--- src/sv/dhe_pkg.sv ---
package dhe_pkg;

   localparam int TABLE_DEPTH  = 512;
   localparam int TABLE_AW     = $clog2(TABLE_DEPTH);
   localparam int MAX_CODE_LEN = 24;
   localparam int WORD_BITS    = 16;
   localparam int WORD_SH      = $clog2(WORD_BITS);
   localparam int CODE_BITS    = 24;
   localparam int LEN_BITS     = 5;
   localparam int CODE_CAP     = (MAX_CODE_LEN < CODE_BITS) ? MAX_CODE_LEN : CODE_BITS;
   localparam int SEG_BITS     = 2 * CODE_BITS + WORD_BITS;
   localparam int SEG_LW       = 7;
   localparam int PEND_BITS    = WORD_BITS - 1;
   localparam int OUT_WORDS    = 5;
   localparam int BUF_BITS     = OUT_WORDS * WORD_BITS;
   localparam int CNT_W        = 3;

   typedef enum logic [1:0] {
      CSR_KEY_MIN,
      CSR_ESCAPE_KEY,
      CSR_ESCAPE_BITS,
      CSR_ESCAPE_LEN
   } csr_index_type;

   typedef struct packed {
      logic                  req_type;
      logic [15:0]           sample;
      logic                  read_start;
      logic                  read_end;
      logic [8:0]            entry_index;
      logic                  entry_valid;
      logic [LEN_BITS-1:0]   entry_len;
      logic [CODE_BITS-1:0]  entry_bits;
   } enc_req_type;

   typedef struct packed {
      logic [WORD_BITS-1:0]  packed_word;
      logic                  stream_done;
      logic                  last;
   } enc_rsp_type;

   typedef struct packed {
      logic                  valid;
      logic [LEN_BITS-1:0]   len;
      logic [CODE_BITS-1:0]  bits;
   } entry_type;

   // right-aligned bit string for one item, terminator included on the last item of a stream
   typedef struct packed {
      logic [SEG_BITS-1:0]   bits;
      logic [SEG_LW-1:0]     len;
      logic                  flush;
   } seg_type;

   function automatic logic [LEN_BITS-1:0] clip_len(input logic [LEN_BITS-1:0] n);
      if (n > LEN_BITS'(CODE_CAP)) begin
         return LEN_BITS'(CODE_CAP);
      end
      return n;
   endfunction

   function automatic logic [CODE_BITS-1:0] low_mask(input logic [LEN_BITS-1:0] n);
      logic [CODE_BITS:0] m;
      m = ((CODE_BITS + 1)'(1) << n) - (CODE_BITS + 1)'(1);
      return m[CODE_BITS-1:0];
   endfunction

endpackage

--- src/sv/dhe_packer.sv ---
module dhe_packer (
   input  logic                  clock,
   input  logic                  reset,
   input  logic                  seg_valid,
   output logic                  seg_ready,
   input  dhe_pkg::seg_type      seg,
   output logic                  rsp_valid,
   input  logic                  rsp_ready,
   output dhe_pkg::enc_rsp_type  rsp_data
);

   localparam int CombBits = dhe_pkg::PEND_BITS + dhe_pkg::SEG_BITS;

   logic [dhe_pkg::PEND_BITS-1:0] pend_ff, pend_in;
   logic [dhe_pkg::WORD_SH-1:0]   pcnt_ff, pcnt_in;
   logic [dhe_pkg::BUF_BITS-1:0]  obuf_ff, obuf_in;
   logic [dhe_pkg::CNT_W-1:0]     left_ff, left_in;
   logic                          done_ff, done_in;

   logic [CombBits-1:0]            comb;
   logic [dhe_pkg::SEG_LW-1:0]     tot;
   logic [dhe_pkg::BUF_BITS-1:0]   align;
   logic [dhe_pkg::WORD_SH-1:0]    rem;
   logic [dhe_pkg::CNT_W-1:0]      nwords;
   logic [dhe_pkg::PEND_BITS-1:0]  pmask;
   logic                           free;

   assign comb   = (CombBits'(pend_ff) << seg.len) | CombBits'(seg.bits);
   assign tot    = dhe_pkg::SEG_LW'(pcnt_ff) + seg.len;
   assign align  = dhe_pkg::BUF_BITS'(comb)
                   << (dhe_pkg::SEG_LW'(dhe_pkg::BUF_BITS) - tot);
   assign rem    = tot[dhe_pkg::WORD_SH-1:0];
   assign nwords = dhe_pkg::CNT_W'(tot >> dhe_pkg::WORD_SH)
                   + dhe_pkg::CNT_W'(seg.flush && (rem != '0));
   assign pmask  = dhe_pkg::PEND_BITS'((dhe_pkg::WORD_BITS'(1) << rem)
                                       - dhe_pkg::WORD_BITS'(1));

   assign free      = (left_ff == '0) || ((left_ff == dhe_pkg::CNT_W'(1)) && rsp_ready);
   assign seg_ready = free;

   always_comb begin
      pend_in = pend_ff;
      pcnt_in = pcnt_ff;
      obuf_in = obuf_ff;
      left_in = left_ff;
      done_in = done_ff;
      if (rsp_valid && rsp_ready) begin
         left_in = left_ff - dhe_pkg::CNT_W'(1);
         obuf_in = obuf_ff << dhe_pkg::WORD_BITS;
      end
      if (seg_valid && free) begin
         obuf_in = align;
         left_in = nwords;
         done_in = seg.flush;
         if (seg.flush) begin
            pend_in = '0;
            pcnt_in = '0;
         end else begin
            pend_in = comb[dhe_pkg::PEND_BITS-1:0] & pmask;
            pcnt_in = rem;
         end
      end
   end

   always_ff @(posedge clock) begin
      if (reset) begin
         pend_ff <= '0;
         pcnt_ff <= '0;
         left_ff <= '0;
      end else begin
         pend_ff <= pend_in;
         pcnt_ff <= pcnt_in;
         left_ff <= left_in;
      end
   end

   always_ff @(posedge clock) begin
      obuf_ff <= obuf_in;
      done_ff <= done_in;
   end

   assign rsp_valid            = (left_ff != '0);
   assign rsp_data.packed_word = obuf_ff[dhe_pkg::BUF_BITS-1 -: dhe_pkg::WORD_BITS];
   assign rsp_data.last        = (left_ff == dhe_pkg::CNT_W'(1));
   assign rsp_data.stream_done = done_ff && (left_ff == dhe_pkg::CNT_W'(1));

endmodule

--- config.mk ---
export PLATFORM = sky130hd
export DESIGN_NAME = dhe_packer
export DESIGN_NICKNAME = d
export VERILOG_FILES = /design/src/sv/dhe_pkg.sv /design/src/sv/dhe_packer.sv
export SDC_FILE = /design/constraint.sdc
export NUM_CORES = 1
export LEC_CHECK = 0
export ABC_AREA = 1
export BUFFER_PORTS_ARGS = -buffer_cell sky130_fd_sc_hd__buf_2
export CAP_MARGIN = 25
export CORE_AREA = 4 4 182 184
export DETAILED_ROUTE_END_ITERATION = 7
export DIE_AREA = 0 0 186 188
export PLACE_DENSITY_LB_ADDON = 0.15
export SLEW_MARGIN = 20
export SYNTH_ARGS = -nofsm -noshare
export SYNTH_HDL_FRONTEND = slang
export SYNTH_SLANG_ARGS = --single-unit
--- constraint.sdc ---
create_clock -name clock -period 4.9 [get_ports clock]
set_clock_uncertainty 0.2 [all_clocks]
set_input_delay 0.735 -clock clock [delete_from_list [all_inputs] [get_ports clock]]
set_output_delay 0.735 -clock clock [all_outputs]
set_load 0.1 [all_outputs]
## Yosys cells after proc, flatten, opt, wreduce, memory -nomap -nowiden

Cells that the tools add are included.
Widths: inputs -> output; s select.

- Register bits after elaboration: 103
- Bits in latches: 0
- RAM bits: 0
- Bits in read-only memories: 0
- Input bits: 76
- Output and inout port bits: 20
- Logic and storage cells: 32
- Memories: 0

- Add/sub/neg operators: 5
- Multiply operators: 0
- Divide/modulo/power cells: 0
- $lt $le $gt $ge: 0
- Equal/unequal tests: 1
- Shift operators: 3
- Muxes and demuxes: 6
- Bitwise logic cells: 2
- Reduce and logical (&&, ||, !) cells: 10

Operator list:

| cell | count |
|---|---|
| $mux 80 | 2 |
| $shl 79x7->80 | 1 |
| $or 79x64->79 | 1 |
| $shl 15x7->79 | 1 |
| $and 15x15->15 | 1 |
| $mux 15 | 1 |
| $shl 1x4->15 const A | 1 |
| $sub 15x2->15 const B | 1 |
| $add 4x7->7 | 1 |
| $sub 7x7->7 const A | 1 |
| $mux 3 | 2 |
| $logic_and 1x1->1 | 5 |
| $mux 4 | 1 |
| $reduce_bool 4->1 | 1 |
| $add 3x1->3 | 1 |
| $eq 3x1->1 const B | 1 |
| $logic_not 3->1 | 1 |
| $reduce_bool 3->1 | 1 |
| $sub 3x1->3 const B | 1 |
| $reduce_bool 2->1 | 1 |
| $logic_or 1x1->1 | 1 |

## Longest topological paths before layout

Gate-level depths: netlist of run 1.

- Word-level depth: 5
- Depth in mapped cells: 23
- Mapped depth without buffers: 21

## Least setup slack after synthesis of run 1

No wires, ideal clock.

- Path type: register -> register
- From: reg left_ff[1] (netlist bit)
- To: reg pend_ff[5] (netlist bit)
- Setup time: 0.070 ns
- Data arrival time: 5.994 ns
- Data required time: 4.630 ns
- Slack: -1.364 ns
- Cell stages (with the launch flop): 14
- Buffers on the path: 1
- Clock period less this slack: 6.264 ns
- Path through: dfxtp_1 > inv_1 > ha_1 > inv_1 > nor2_1 > inv_1 > o21ai_0 > nand2_1 > nor2_2 > inv_1 > clkbuf_1 > a21oi_1 > nand3_1 > a21oi_1

RTL lines:

| what | line | RTL |
|---|---|---|
| from (decl) | dhe_packer.sv:17 | `logic [dhe_pkg::CNT_W-1:0] left_ff, left_in;` |
| from (signal assigned) | dhe_packer.sv:73 | `left_ff <= left_in;` |
| to (signal assigned) | dhe_packer.sv:71 | `pend_ff <= pend_in;` |
| to (decl) | dhe_packer.sv:14 | `logic [dhe_pkg::PEND_BITS-1:0] pend_ff, pend_in;` |

## Worst setup path after layout of run 1

- From: in seg[1] (netlist bit)
- To: reg obuf_ff[57] (netlist bit), data pin

- Word-level cells in the longest chain between the ends: 4
- Elaborated cells between the ends (all ways): 6
- Those cells by class: 2 x add/sub; 2 x shift; 1 x mux; 1 x bitwise

RTL lines:

| what | line | RTL |
|---|---|---|
| from (decl) | dhe_packer.sv:6 | `input dhe_pkg::seg_type seg,` |
| $add 4x7->7 or $shl 15x7->79 (tied branches) | dhe_packer.sv:29, dhe_packer.sv:28 |  |
| $sub 7x7->7 or $or 79x64->79 (tied branches) | dhe_packer.sv:31, dhe_packer.sv:28 |  |
| $shl 79x7->80 (*) | dhe_packer.sv:30 | `assign align = dhe_pkg::BUF_BITS'(comb)` |
| $mux 80 (*) | dhe_packer.sv:51 | `if (seg_valid && free) begin` |
| net obuf_in (one bit) | dhe_packer.sv:16 | `logic [dhe_pkg::BUF_BITS-1:0] obuf_ff, obuf_in;` |
| to (signal assigned) | dhe_packer.sv:78 | `obuf_ff <= obuf_in;` |
| to (decl) | dhe_packer.sv:16 |  |

Mark *: on every way through the listed nets, which the timed path passes. The rest lies on a longest branch.
A chain may end at the register's enable or synchronous reset.

==> impl_metrics.ini, run 1 <==
[setup_path]
reg2reg_depth = 14
rr_startpoint = pcnt_ff[0]
cp_data_arrival_time_ns = 4.35
critPathRequiredTime_ns = 4.84
worstSetupEndpointType = flop
startpoint = seg[1]
crit_path_start_kind = input pin
cp-endpoint = obuf_ff[57]
critPathKind = in -> reg
r2r_end = obuf_ff[57]
rrSetupSlack_ns = 0.79
cp_max_fo = 61

[cells_and_area]
final_nets = 2200
area_growth_pct = 7.62
antenna_cells = 0
drive_above_1_share = 0.0956
final_cells = 2515

[route]
dr.max_layer_used = met4
first_iter_violations = 2239
dr.pass1.iters = 6
via_count = 15482
via_per_inst = 6.16
postRouteAntennaNets = 0
wl_met2_mm = 25.8
wl_per_cell_um = 23.4
wl_met3_mm = 5.45
drc = 0
routed_wl_mm = 58.8
met1Wirelength_mm = 26.0

[global_route]
grt_max_degree = 83
grt_pass1_vias = 14183
grt_use_total = 0.332
overflow = 0
antenna_found_initial = 0
grt_pass1_wl_mm = 88.3

[synthesis]
avgSynthCellArea_um2 = 5.85
synth_cell_types = 45
async_flop_share = 0
synthesis.area_mm2 = 0.0125
synth_cells = 2134
synth_most_common_cell = nand3_1
synth_seq_cells = 103
ys_top_cells_by_area = nand3_1 33%, edfxtp_1 19%, nand2_1 17%, dfxtp_1 3.5%, inv_1 3.2%
synthFlopType = edfxtp_1
synth_top_area_frac = 0.332
synth_edf_count = 81
synth_warnings = 0
yosys.area.top_type = nand3_1
yosys-top-cells-count = 827 x nand3_1, 576 x nand2_1, 108 x inv_1
yosysSeqAreaShare = 0.230
syn_nets = 2226

[clocking]
postCtsSetupBuffers = 0
cts.path.max_buffers = 2
cts_root_buf = clkbuf_16
htree_levels = 3
hold_buffers = 0
cts_made_buffers = 9
cts_tree = done
clock-sinks = 103
post_cts_resized = 0
clk_latency_ns = 0.39
clk_pin_slew_ns = 0.09

[timing]
finalMaxSlewViolations = 0
setup_violations = 0
tightestPinTransition_ns = 0.885
rsz0062_at_grt = no
period_minus_slack_ns = 4.41
post-route-period-util = 0.900
clock.fmax_ghz = 0.227
slew_headroom = 0.410
hold_violations = 0
tns_ns = 0

[floorplanning]
coreArea_mm2 = 0.0314
die_h_um = 188
die_x_um = 186
io_pins = 96
rows = 65
start_util = 0.398
die_area_mm2 = 0.0350

[power_and_ir_drop]
p_sw_mw = 5.12
swShare = 0.596
vdd_drop_max_mv = 0.465
power_frac_clock = 0.090
p_int_mw = 3.47
p_per_area_mw_per_mm2 = 640
seqPwrFrac = 0.188
p_leak_nw = 6.28
p_comb_frac = 0.722

[placed_design]
portBuffers = 95
dpl.hpwl_mm = 45.8
routabilityCongestion = 1.02
dp.cells = 2498

[job]
drv_cap = 0

[worst_hold_path]
hp-start = pcnt_ff[3]
holdCritPathClass = reg -> reg

[run_status]
status = completed
power groups by stage:
stage	Combinational (mW)	Clock (mW)	Sequential (mW)
floorplan	4.37	0	1.61
global placement	6.03	0	1.64
detailed placement	6.04	0	1.64
CTS	6.06	0.784	1.63
global route	6.76	0.812	1.65
finish	6.21	0.770	1.62
cells by family (layout without fill, tap and decap cells):
logic type	count (synthesis)	after routing	share of synthesized area
compound gates	155	155	0.0714
xor+xnor	15	15	0.0144
simple gates	1547	1547	0.565
buf+inv	298	277	0.102
flops	103	103	0.230
fa+ha+maj	16	16	0.0166
registers in the layout, summed over array words and instances, names as in the netlist:
signal   cells
left_ff      3
pend_ff     15
pcnt_ff      4
done_ff      1
obuf_ff     80
how the worst min path moves through the flow:
stage	end	slack [ns]	depth (start not counted)
after floorplan	pcnt_ff[0]	0.25	2
after global placement	pcnt_ff[0]	0.26	2
after detailed placement	pcnt_ff[0]	0.27	2
after CTS	pcnt_ff[3]	0.29	2
after global routing	pcnt_ff[0]	0.31	2
final	pcnt_ff[3]	0.29	2
cell type report:
class,count,area (um^2)
sequential,103,2870
multi-input combinational,1733,8370
clock buffer,9,225
clock inverter,7,72.6
inverter,125,475
tap,402,503
fill,3489,18000
timing repair buffer,136,916
cell usage in the layout, fill, tap and decap left out, types with 4 or more instances in the layout:
master     instances
nand3_1          827
nand2_1          574
inv_1            107
buf_2             95
edfxtp_1          81
nor2_1            70
a21oi_1           56
nand4_1           56
buf_4             31
o21ai_0           29
o21ai_1           25
dfxtp_1           22
o211ai_1          18
inv_2             15
ha_1              12
clkbuf_16          9
buf_12             9
a31oi_1            7
nor2_2             6
xnor2_1            6
nand2_2            4
xor2_2             4
a21o_1             4
per-layer routing:
| metal | up-vias | GRT usage |
|---|---|---|
| li1 | 7318 | - |
| met1 | 7305 | 0.480 |
| met2 | 779 | 0.504 |
| met3 | 80 | 0.0726 |
| met4 | 0 | 0.0841 |
| met5 | - | 0 |
stage by stage:
step	hold slack [ns]	util	instance area, um^2	setup slack [ns]	total power [mW]
global placement	0.260	0.417	13100	0.218	7.67
detailed placement	0.272	0.417	13100	0.239	7.68
global route	0.310	0.428	13400	0.373	9.22
finish	0.291	0.428	13400	0.492	8.60
floorplan	0.249	-	12500	0.338	5.98
CTS	0.288	0.427	13400	0.630	8.47
critical path: stages:
cell,delay (ns)
buf_2,0.22
ha_2,0.25
fa_1,0.61
inv_1,0.12
ha_1,0.25
ha_2,0.43
inv_2,0.19
buf_12,0.28
nand3_1,0.21
nand3_1,0.22
nand2_1,0.07
a21oi_1,0.20
o21ai_0,0.30
nand2_1,0.16
nand2_1,0.06
Note: power is estimated with default switching activity, not from simulation.
==> inputs of run 2 (changes only) <==
CORE_AREA = 4 4 163 165   (was 4 4 182 184)
DIE_AREA = 0 0 167 169   (was 0 0 186 188)
==> run 2 against run 1 <==
Die area is 19% lower. Hold slack worse by 0.0064 ns. Worst setup slack better by 0.11 ns. Critical path type unchanged. Non-clock buffer count increased by 2. Critical endpoint is now obuf_ff[66]. Highest routed layer is now met5.
==> impl_metrics.ini, run 2 (same netlist as run 1, synthesis figures left out) <==
[run_status]
status = completed

[clocking]
cts_made_buffers = 9
hold_buffers = 0
cts_root_buf = clkbuf_16
cts.path.max_buffers = 2
post_cts_resized = 0
clock-sinks = 103
clk_pin_slew_ns = 0.09
postCtsSetupBuffers = 0
clk_latency_ns = 0.38
htree_levels = 3
cts_tree = done

[setup_path]
critPathKind = in -> reg
r2r_end = obuf_ff[66]
worstSetupEndpointType = flop
critPathSlowestCell = xnor2_2
critPathMostFrequentCell = nand3_1
cp_data_arrival_time_ns = 4.26
path_cells = buf_2, ha_2, fa_1, inv_1, ha_1, nand3_1, xnor2_2, inv_2, buf_12, nand3_1, nand2_1, nand2_1, nand3_1, a21oi_1
rr_startpoint = pcnt_ff[0]
rrSetupSlack_ns = 0.97
cp_max_fo = 39
reg2reg_depth = 13
crit_path_start_kind = input pin
max_stage_delay_ns = 0.72
critPathRequiredTime_ns = 4.87

[timing]
tns_ns = 0
finalMaxSlewViolations = 0
post-route-period-util = 0.876
clock.fmax_ghz = 0.233
hold_slack_ns = 0.285
period_minus_slack_ns = 4.29
rsz0062_at_grt = no
slew_headroom = 0.407
tightestPinTransition_ns = 0.889
hold_violations = 0
setup_violations = 0

[cells_and_area]
final_nets = 2202
top_register = obuf_ff
layout_common_cells = 827 x nand3_1, 574 x nand2_1, 107 x inv_1, 95 x buf_2, 81 x edfxtp_1
drive_above_1_share = 0.0965
area_growth_pct = 6.83
largestRegisters = obuf_ff: 80 flops, pend_ff: 15 flops, pcnt_ff: 4 flops
layout_commonest_cell = nand3_1
largest_reg_flops = 80

[floorplanning]
rows = 58
start_util = 0.498
die_h_um = 169
coreArea_mm2 = 0.0250
io_pins = 96
die_area_mm2 = 0.0282
die_x_um = 167

[power_and_ir_drop]
p_sw_mw = 5.13
power_frac_clock = 0.090
p_leak_nw = 6.28
vdd_drop_max_mv = 0.710
p_per_area_mw_per_mm2 = 645
p_int_mw = 3.47
seqPwrFrac = 0.189
p_comb_frac = 0.721
swShare = 0.596

[route]
dr.pass1.iters = 8
postRouteAntennaNets = 0
routed_wl_mm = 55.4
first_iter_violations = 2685
drc = 0
wl_per_cell_um = 22.6
via_per_inst = 6.45
via_count = 15792

[placed_design]
dpl.hpwl_mm = 43.2
routabilityCongestion = 1.05
portBuffers = 95

[global_route]
grt_pass1_vias = 14253
grt_pass1_wl_mm = 84.2
grt_use_total = 0.382
overflow = 0
antenna_found_initial = 1
grt_max_degree = 83

[worst_hold_path]
hold_depth = 2
holdCritPathClass = reg -> reg
hp-start = pcnt_ff[2]
min_to = pcnt_ff[2]

[job]
drv_cap = 0
-- run 2: layer usage --
layer,vias up,part of all wire,GRT usage
li1,7321,-,-
met5,-,0.00020,0
met3,147,0.11,0.0785
met2,1067,0.44,0.592
met4,2,0.038,0.128
met1,7255,0.41,0.534
-- run 2: worst max-delay path: cells and delay by family --
family / cells / cell delay [ns]
and+or+nand+nor: 5 / 0.54
xor gates and xnor gates: 1 / 0.72
buffers and inverters: 4 / 1.00
AOI/OAI and AO/OA: 1 / 0.28
adders and majority gates: 3 / 0.98
-- run 2: power groups by stage --
stage                     Sequential [mW]  Clock (mW)  Combinational, mW
after floorplan                      1.61           0               4.37
after global placement               1.63           0               5.97
after detailed placement             1.64           0               5.99
after CTS                            1.63       0.779               6.01
after global routing                 1.66       0.811               6.66
final                                1.63       0.773               6.20
-- run 2: worst max-delay path by stage --
stage | slack [ns] | cells after the start | endpoint | from
after CTS | 0.73 | 14 | obuf_ff[66] | seg[1]
after floorplan | 0.34 | 13 | pend_ff[5] | left_ff[1]
after global routing | 0.38 | 14 | obuf_ff[66] | seg[1]
after global placement | 0.46 | 15 | obuf_ff[74] | seg[1]
after detailed placement | 0.34 | 13 | obuf_ff[63] | seg[1]
final | 0.61 | 14 | obuf_ff[66] | seg[1]
-- run 2: stage by stage --
stage                     setup WS, ns  cell area [um^2]  power [mW]   util  std cells
final                            0.607             13300        8.60  0.532       2447
after global routing             0.384             13300        9.13  0.532       2445
after CTS                        0.728             13300        8.41  0.532       2445
after detailed placement         0.343             13000        7.63  0.521       2429
after global placement           0.461             13000        7.60  0.521       2429
after floorplan                  0.338             12500        5.98      -       2134
-- run 2: cell type report --
type                    instances  area (um^2)
diodes                          2         5.00
clock buffers                   9          225
clock inverters                 7         63.8
fillers                      2673        11700
inverters                     125          475
multi-input cells            1733         8370
flip-flops and latches        103         2870
well taps                     330          413
repair buffers                138          911
